## config.mk

```make
export PLATFORM = sky130hd
export DESIGN_NAME = guaranteed_share_dispatcher
export DESIGN_NICKNAME = d
export VERILOG_FILES = /design/src/hdl/gsd_pkg.sv /design/src/hdl/guaranteed_share_dispatcher.sv
export VERILOG_INCLUDE_DIRS = /design/src /design/src/hdl
export SDC_FILE = /design/constraint.sdc
export NUM_CORES = 2
export LEC_CHECK = 0
export BUFFER_PORTS_ARGS = -buffer_cell sky130_fd_sc_hd__buf_2
export CAP_MARGIN = 25
export CORE_UTILIZATION = 30
export DETAILED_ROUTE_END_ITERATION = 12
export GPL_ROUTABILITY_DRIVEN = 1
export SLEW_MARGIN = 20
export SYNTH_ARGS = -nofsm -noshare
export SYNTH_HDL_FRONTEND = slang
export SYNTH_SLANG_ARGS = --single-unit
```

## constraint.sdc

```tcl
create_clock -name i_clk -period 13.8 [get_ports i_clk]
set_clock_uncertainty 0.2 [all_clocks]
set_input_delay 0.69 -clock i_clk [delete_from_list [all_inputs] [get_ports i_clk]]
set_output_delay 0.69 -clock i_clk [all_outputs]
set_load 0.01 [all_outputs]
```

## src/hdl/assert_macros.svh

```systemverilog
// Assertion macros shared by the dispatcher RTL.
`ifndef ASSERT_MACROS_SVH
`define ASSERT_MACROS_SVH

// Same-cycle implication, checked out of reset.
`define GSD_ASSERT_IMP(label, ante, cons, msg) \
    label: assert property (@(posedge i_clk) disable iff (!i_rst_n) \
        (ante) |-> (cons)) else $error(msg);

// Next-cycle implication, checked out of reset.
`define GSD_ASSERT_NXT(label, ante, cons, msg) \
    label: assert property (@(posedge i_clk) disable iff (!i_rst_n) \
        (ante) |=> (cons)) else $error(msg);

`endif

```

## src/hdl/gsd_pkg.sv

```systemverilog
// Types, codes and helpers of the guaranteed-share dispatcher.
`default_nettype none

package gsd_pkg;

    // Sequencer states
    typedef enum logic [1:0] {
        S_IDLE,
        S_SCAN,
        S_COMMIT,
        S_EMIT
    } t_state;

    // Item kinds
    localparam logic [1:0] KIND_LOAD     = 2'd0;
    localparam logic [1:0] KIND_DISPATCH = 2'd1;
    localparam logic [1:0] KIND_ADVANCE  = 2'd2;

    // Result status codes
    localparam logic [1:0] ST_LOADED     = 2'd0;
    localparam logic [1:0] ST_DISPATCHED = 2'd1;
    localparam logic [1:0] ST_NONE       = 2'd2;
    localparam logic [1:0] ST_ADVANCED   = 2'd3;

    // Clock add that sticks at all ones
    function automatic logic [31:0] sat_add(input logic [31:0] a, input logic [15:0] b);
        logic [32:0] s;
        s = {1'b0, a} + 33'(b);
        return s[32] ? '1 : s[31:0];
    endfunction

endpackage

`default_nettype wire

```

## src/hdl/guaranteed_share_dispatcher.sv

```systemverilog
// Guaranteed-share dispatcher: slot table, clock and scanning cross-multiply chooser.
// A load or advance item goes from idle to the emit state, which loads the result
// register; the next item can be taken after that. A dispatch item walks the slot
// table one slot per cycle through a three-stage pipe (table read, elapsed-time
// subtract, one shared cross-multiply comparator against the running best), waits
// for the pipe to empty and finish the scan, then commits the chosen task in the
// commit state and loads the result register in the emit state; the input stalls
// for all of that time, and longer while a previous result is held by a stalled
// output. The result register lets a finished result wait while the next item is
// taken. A kind code of three is taken and dropped without a result. Ties go to
// the lowest slot, a task with no time elapsed counts as having ratio zero, and
// the clock saturates.
`default_nettype none

module guaranteed_share_dispatcher
    import gsd_pkg::*;
#(
    parameter int SLOTS = 16
) (
    input  wire logic        i_clk,
    input  wire logic        i_rst_n,
    // input channel
    input  wire logic        i_valid,
    output logic             o_stall,
    input  wire logic [1:0]  i_kind,
    input  wire logic [3:0]  i_slot,
    input  wire logic [31:0] i_arrival,
    input  wire logic [15:0] i_burst,
    input  wire logic [15:0] i_advance,
    // result channel
    output logic             o_valid,
    input  wire logic        i_stall,
    output logic [1:0]       o_status,
    output logic [3:0]       o_chosen_slot,
    output logic [31:0]      o_start_time,
    output logic [31:0]      o_finish_time
);

    localparam int IW = (SLOTS > 1) ? $clog2(SLOTS) : 1;
    localparam int SW = (IW > 4) ? IW : 4;

    // sequencer
    t_state r_state, n_state;
    logic   accept_in, scan_issue, scan_done, emit_go, commit_clear;

    // slot table
    logic [31:0]      r_arrival_mem [SLOTS];
    logic [15:0]      r_burst_mem   [SLOTS];
    logic [15:0]      r_rem_mem     [SLOTS];
    logic [SLOTS-1:0] r_live;
    logic [31:0]      r_clock;

    logic [SW-1:0] slot_ext;
    logic [IW-1:0] wr_idx, rd_idx, rem_wa;
    logic          slot_ok, load_we, rem_we;
    logic [15:0]   rem_wd;

    // scan pipe
    logic [IW:0]   r_idx;
    logic          r_a_v, r_b_v;
    logic [31:0]   r_a_arr;
    logic [15:0]   r_a_bur, r_a_rem;
    logic          r_a_live;
    logic [IW-1:0] r_a_idx, r_b_idx;
    logic [32:0]   diff;
    logic          b_elig, r_b_elig;
    logic [15:0]   b_h, r_b_h, r_b_rem;
    logic [31:0]   b_t, r_b_t;
    logic [47:0]   p_new, p_old;
    logic          take;

    // running best
    logic          r_found;
    logic [IW-1:0] r_best;
    logic [15:0]   r_best_h, r_best_rem;
    logic [31:0]   r_best_t;
    logic [SW-1:0] best_ext;

    // pending result and output register
    logic [1:0]  r_status;
    logic [3:0]  r_chosen;
    logic [31:0] r_start;
    logic        r_out_valid;
    logic [1:0]  r_o_status;
    logic [3:0]  r_o_chosen;
    logic [31:0] r_o_start, r_o_finish;

    // next state
    always_comb begin
        n_state = r_state;
        case (r_state)
            S_IDLE: begin
                if (accept_in) begin
                    case (i_kind)
                        KIND_LOAD:     n_state = S_EMIT;
                        KIND_ADVANCE:  n_state = S_EMIT;
                        KIND_DISPATCH: n_state = S_SCAN;
                        default:       n_state = S_IDLE;
                    endcase
                end
            end
            S_SCAN:   if (scan_done) n_state = S_COMMIT;
            S_COMMIT: n_state = S_EMIT;
            S_EMIT:   if (emit_go) n_state = S_IDLE;
            default:  n_state = S_IDLE;
        endcase
    end

    // control outputs of the sequencer
    always_comb begin
        o_stall      = (r_state != S_IDLE);
        scan_issue   = (r_state == S_SCAN) && (r_idx != (IW+1)'(SLOTS));
        scan_done    = (r_state == S_SCAN) && !scan_issue && !r_a_v && !r_b_v;
        commit_clear = (r_state == S_COMMIT) && r_found;
        emit_go      = (r_state == S_EMIT) && (!r_out_valid || !i_stall);
    end

    assign accept_in = i_valid && !o_stall;

    // load address decode; slots past the table are ignored
    assign slot_ext = SW'(i_slot);
    assign wr_idx   = slot_ext[IW-1:0];
    assign slot_ok  = (32'(i_slot) < 32'(SLOTS));
    assign load_we  = accept_in && (i_kind == KIND_LOAD) && slot_ok;
    assign rd_idx   = r_idx[IW-1:0];

    // remaining-time port: load writes the burst, commit clears the winner
    assign rem_we = load_we || commit_clear;
    assign rem_wa = commit_clear ? r_best : wr_idx;
    assign rem_wd = commit_clear ? 16'd0 : i_burst;

    // arrival and burst memories
    always_ff @(posedge i_clk) begin
        if (load_we) begin
            r_arrival_mem[wr_idx] <= i_arrival;
            r_burst_mem[wr_idx]   <= i_burst;
        end
        if (scan_issue) begin
            r_a_arr <= r_arrival_mem[rd_idx];
            r_a_bur <= r_burst_mem[rd_idx];
        end
    end

    // remaining memory
    always_ff @(posedge i_clk) begin
        if (rem_we) begin
            r_rem_mem[rem_wa] <= rem_wd;
        end
        if (scan_issue) begin
            r_a_rem <= r_rem_mem[rd_idx];
        end
    end

    // live bits
    always_ff @(posedge i_clk) begin
        if (!i_rst_n) begin
            r_live <= '0;
        end else if (load_we) begin
            r_live[wr_idx] <= 1'b1;
        end
    end

    // stage B: eligibility, service received and time elapsed
    always_comb begin
        diff   = {1'b0, r_clock} - {1'b0, r_a_arr};
        b_elig = r_a_live && (r_a_rem != 16'd0) && !diff[32];
        if (diff[31:0] == 32'd0) begin
            b_h = 16'd0;
            b_t = 32'd1;
        end else begin
            b_h = r_a_bur - r_a_rem;
            b_t = diff[31:0];
        end
    end

    // stage C: shared cross-multiply comparator against the running best
    assign p_new = 48'(r_b_h) * 48'(r_best_t);
    assign p_old = 48'(r_best_h) * 48'(r_b_t);
    assign take  = r_b_v && r_b_elig && (!r_found || (p_new < p_old));

    assign best_ext = SW'(r_best);

    // control registers
    always_ff @(posedge i_clk) begin
        if (!i_rst_n) begin
            r_state     <= S_IDLE;
            r_idx       <= '0;
            r_a_v       <= 1'b0;
            r_b_v       <= 1'b0;
            r_found     <= 1'b0;
            r_clock     <= 32'd0;
            r_out_valid <= 1'b0;
        end else begin
            r_state <= n_state;
            r_a_v   <= scan_issue;
            r_b_v   <= r_a_v;
            if (accept_in && (i_kind == KIND_DISPATCH)) begin
                r_idx   <= '0;
                r_found <= 1'b0;
            end else begin
                if (scan_issue) r_idx <= r_idx + 1'b1;
                if (take) r_found <= 1'b1;
            end
            if (accept_in && (i_kind == KIND_ADVANCE)) begin
                r_clock <= sat_add(r_clock, i_advance);
            end else if (commit_clear) begin
                r_clock <= sat_add(r_clock, r_best_rem);
            end
            if (emit_go) begin
                r_out_valid <= 1'b1;
            end else if (!i_stall) begin
                r_out_valid <= 1'b0;
            end
        end
    end

    // scan pipe, best candidate and result payload
    always_ff @(posedge i_clk) begin
        if (scan_issue) begin
            r_a_live <= r_live[rd_idx];
            r_a_idx  <= rd_idx;
        end
        r_b_elig <= b_elig;
        r_b_h    <= b_h;
        r_b_t    <= b_t;
        r_b_rem  <= r_a_rem;
        r_b_idx  <= r_a_idx;
        if (take) begin
            r_best     <= r_b_idx;
            r_best_h   <= r_b_h;
            r_best_t   <= r_b_t;
            r_best_rem <= r_b_rem;
        end
        // pending result
        if (accept_in) begin
            r_status <= (i_kind == KIND_ADVANCE) ? ST_ADVANCED : ST_LOADED;
            r_chosen <= 4'd0;
            r_start  <= 32'd0;
        end else if (r_state == S_COMMIT) begin
            r_status <= r_found ? ST_DISPATCHED : ST_NONE;
            r_chosen <= r_found ? best_ext[3:0] : 4'd0;
            r_start  <= r_found ? r_clock : 32'd0;
        end
        // output register
        if (emit_go) begin
            r_o_status <= r_status;
            r_o_chosen <= r_chosen;
            r_o_start  <= r_start;
            r_o_finish <= r_clock;
        end
    end

    assign o_valid       = r_out_valid;
    assign o_status      = r_o_status;
    assign o_chosen_slot = r_o_chosen;
    assign o_start_time  = r_o_start;
    assign o_finish_time = r_o_finish;

    // checks
`include "assert_macros.svh"

    `GSD_ASSERT_IMP(a_clock_mono, $past(i_rst_n), r_clock >= $past(r_clock), "clock went back")
    `GSD_ASSERT_IMP(a_commit_live, (r_state == S_COMMIT) && r_found,
                    r_best_rem != 16'd0, "finished task chosen")
    `GSD_ASSERT_IMP(a_start_le_finish, o_valid && (o_status == ST_DISPATCHED),
                    o_start_time <= o_finish_time, "start after finish")
    `GSD_ASSERT_NXT(a_scan_to_commit, scan_done, r_state == S_COMMIT, "scan did not commit")

endmodule

`default_nettype wire
```

==> impl_metrics.csv <==
group,metric,value,unit
status,status,"finished clean",
hold_path,min_to,"r_arrival_mem[14][12]",
synthesis,seq_area_frac_synth,45.8,%
worst_setup_path,cp_slowest_cell,"edfxtp_1",
route,drc,0,
synthesis,synth_edf_count,1233,
floorplan,core-area,291000,µm²
synthesis,synth_top_cell_area_share,42.1,%
worst_setup_path,critical_path_required,14.05,ns
cts,clock-sinks,1397,
worst_setup_path,crit_path_start_kind,"register",
cts,tritoncts,"yes",
route,num_vias,53633,
worst_setup_path,critPathCaptureType,"register",
placement,gp_congestion,0.889,
placement,place_ws,2.67,ns
sta,finalCriticalPeriod,11.35,ns
sta,tns,0,ns
grt,overflow,0,
grt,grt_max_degree,107,
synthesis,avgSynthCellArea,13.0,µm²
final_layout,final_nets,8168,
cts,ctsResizeCount,0,
synthesis,synthesis.area,88000,µm²
sta,final-hold-violation-count,0,
grt,grt_pass1_vias,57301,
sta,max_freq,88.1,MHz
final_layout,layout_common_cells,"edfxtp_1 (1233), inv_1 (1040), fa_1 (840)",
cts,cts_buffers,147,
sta,hold_slack,0.0782,ns
sta,finalSetupViolCount,0,
floorplan,fp.dieH,544,µm
cts,clockRootBuffer,"clkbuf_16",
worst_setup_path,rrSetupSlack,2.45,ns
route,wl,231000,µm
worst_setup_path,crit_fanout,21,
sta,slew_viol_final,0,
sta,setup_slack,2.45,ns
route,ant_nets,0,
sta,worst_pin_slew,1.09,ns
hold_path,hp-start,"i_arrival[12]",
route,dr.pass1.iters,5,
worst_setup_path,cp.arrival,11.60,ns
sta,rsz0062_at_grt,"false",
grt,antenna_found_initial,33,
job,cap_violations,0,
route,vias_per_cell,4.92,
synthesis,yosys.area.top_type,"edfxtp_1",
grt,grt_use_total,15.7,%
worst_setup_path,reg2reg_from,"r_best_h[7]",
synthesis,ys_warn_count,0,
floorplan,ioPinCount,146,
route,drt_iter0_markers,4299,
route,routedWlPerCell,21.2,µm
worst_setup_path,reg2reg_depth,34,
cts,insertion_delay,0.82,ns
floorplan,die_area,296000,µm²
hold_path,hold_depth,1,
sta,maxSlewHeadroom,27.3,%
worst_setup_path,cpMostUsedCell,"fa_1",
placement,io_buffer_count,145,
worst_setup_path,worstReg2RegEnd,"r_best_h[11]",
grt,grt_pass1_wl,353000,µm
hold_path,hold_class,"in2reg",
synthesis,ys_seq_elements,1397,
cts,htree_levels,4,
floorplan,die_w,544,µm
worst_setup_path,cpPeakStageDelay,0.90,ns
synthesis,dominantRegCellSynth,"edfxtp_1",
cts,cts_setup_buffers,0,
worst_setup_path,critical_path_class,"reg2reg",
final_layout,mostFrequentLayoutCell,"edfxtp_1",
cts,cts_hold_buf,1,
final_layout,drive_gt1_share,12.2,%
floorplan,rows,198,
sta,period_share,82.2,%
synthesis,synthCells,6768,
cts,cts.clk_slew.worst_paths,0.06,ns
synthesis,synthesis.nets,8055,
floorplan,initial_core_util,30.2,%
cts,clk_path_buf_depth,3,
placement,dpl.hpwl,158000,µm
final_layout,syn2layout_area_growth,11.7,%
synthesis,synthTopCellsByArea,"edfxtp_1 (42%), fa_1 (19%), mux4_2 (8.3%)",
synthesis,async_reset_ff_share,0,%
synthesis,synthDistinctLibCells,80,
final_layout,final_util,33.7,%
## layer usage
| layer | part of all wire (%) | global-route usage, % |
|---|---|---|
| met5 | 0.096 | 0 |
| met4 | 3.8 | 5.94 |
| met2 | 49 | 27.2 |
| met1 | 40 | 19.6 |
| met3 | 6.2 | 2.69 |
## through the flow
stage	area (µm²)	instances
after CTS	98300	10895
final	98300	10908
after global routing	98300	10899
after detailed placement	93600	10629
after floorplan	88000	6768
after global placement	93500	10627
## synthesized netlist by cell type (14+ instances only)
library cell / number
nor2_1: 197
a21oi_1: 182
clkbuf_1: 277
edfxtp_1: 1233
nand2_1: 775
and2_1: 394
xor2_1: 62
inv_1: 1040
nand4_1: 30
a21o_1: 90
mux4_2: 325
and3_1: 25
nor3_1: 53
a221oi_1: 14
o22ai_1: 15
o21a_1: 23
xnor2_1: 85
a211oi_1: 18
buf_1: 16
nand2b_1: 39
o21bai_1: 23
o211ai_1: 19
nor2b_1: 29
a22o_1: 34
a31oi_1: 20
ha_1: 373
dfxtp_1: 164
nand3_1: 58
fa_1: 840
o21ai_0: 105
## worst max-delay path by stage
stage / slack, ns / cells after the start / start / endpoint
final: 2.45 / 34 / r_best_h[7] / r_best_h[11]
after global routing: 1.98 / 34 / r_best_h[7] / r_best_h[8]
after CTS: 2.57 / 34 / r_best_h[7] / r_best_h[13]
after detailed placement: 2.67 / 34 / r_best_h[7] / best_ext[2]
after global placement: 2.45 / 33 / r_best_h[7] / best_ext[0]
after floorplan: 0.36 / 35 / r_b_t[27] / best_ext[0]
## flip-flops by register name, indices dropped and copies added, names as in the netlist, 4 cells and up
name and count:
best_ext 4, o_chosen_slot 4, o_finish_time 32, o_start_time 32
r_a_arr 32, r_a_bur 16, r_a_idx 4, r_a_rem 16
r_arrival_mem 512, r_b_h 16, r_b_idx 4, r_b_rem 16
r_b_t 32, r_best_h 16, r_best_rem 16, r_best_t 32
r_burst_mem 256, r_chosen 4, r_clock 32, r_idx 5
r_live 16, r_rem_mem 256, r_start 32
## area by class of cell
type	instances	area (µm²)
tap	3900	4880
antenna	11	27.5
timing repair buffer	261	1660
sequential	1397	40300
multi-input combinational	4034	42800
clock inverter	77	788
clock buffer	188	3900
fill	28507	193000
inverter	1040	3900
## worst max-delay path: cells and delay by family, from the launching register on
family,cells,cell delay (ns)
AO/OA/AOI/OAI,14,4.41
AND/OR/NAND/NOR,3,0.46
flip-flops,1,0.90
adder cells (fa/ha/maj),8,3.71
multiplexers,1,0.15
buffers and inverters,8,1.10
## cells by family after synthesis
kind of cell	share of synthesized area (%)
mux	8.45
fa+ha+maj	24.4
buf+inv	5.72
xor+xnor	1.46
flops	45.8
compound gates	5.09
simple gates	9.07
Power is left out: the tool's default activity adds up to more than one toggle a clock period on the data nets, which glitch-free logic cannot reach.
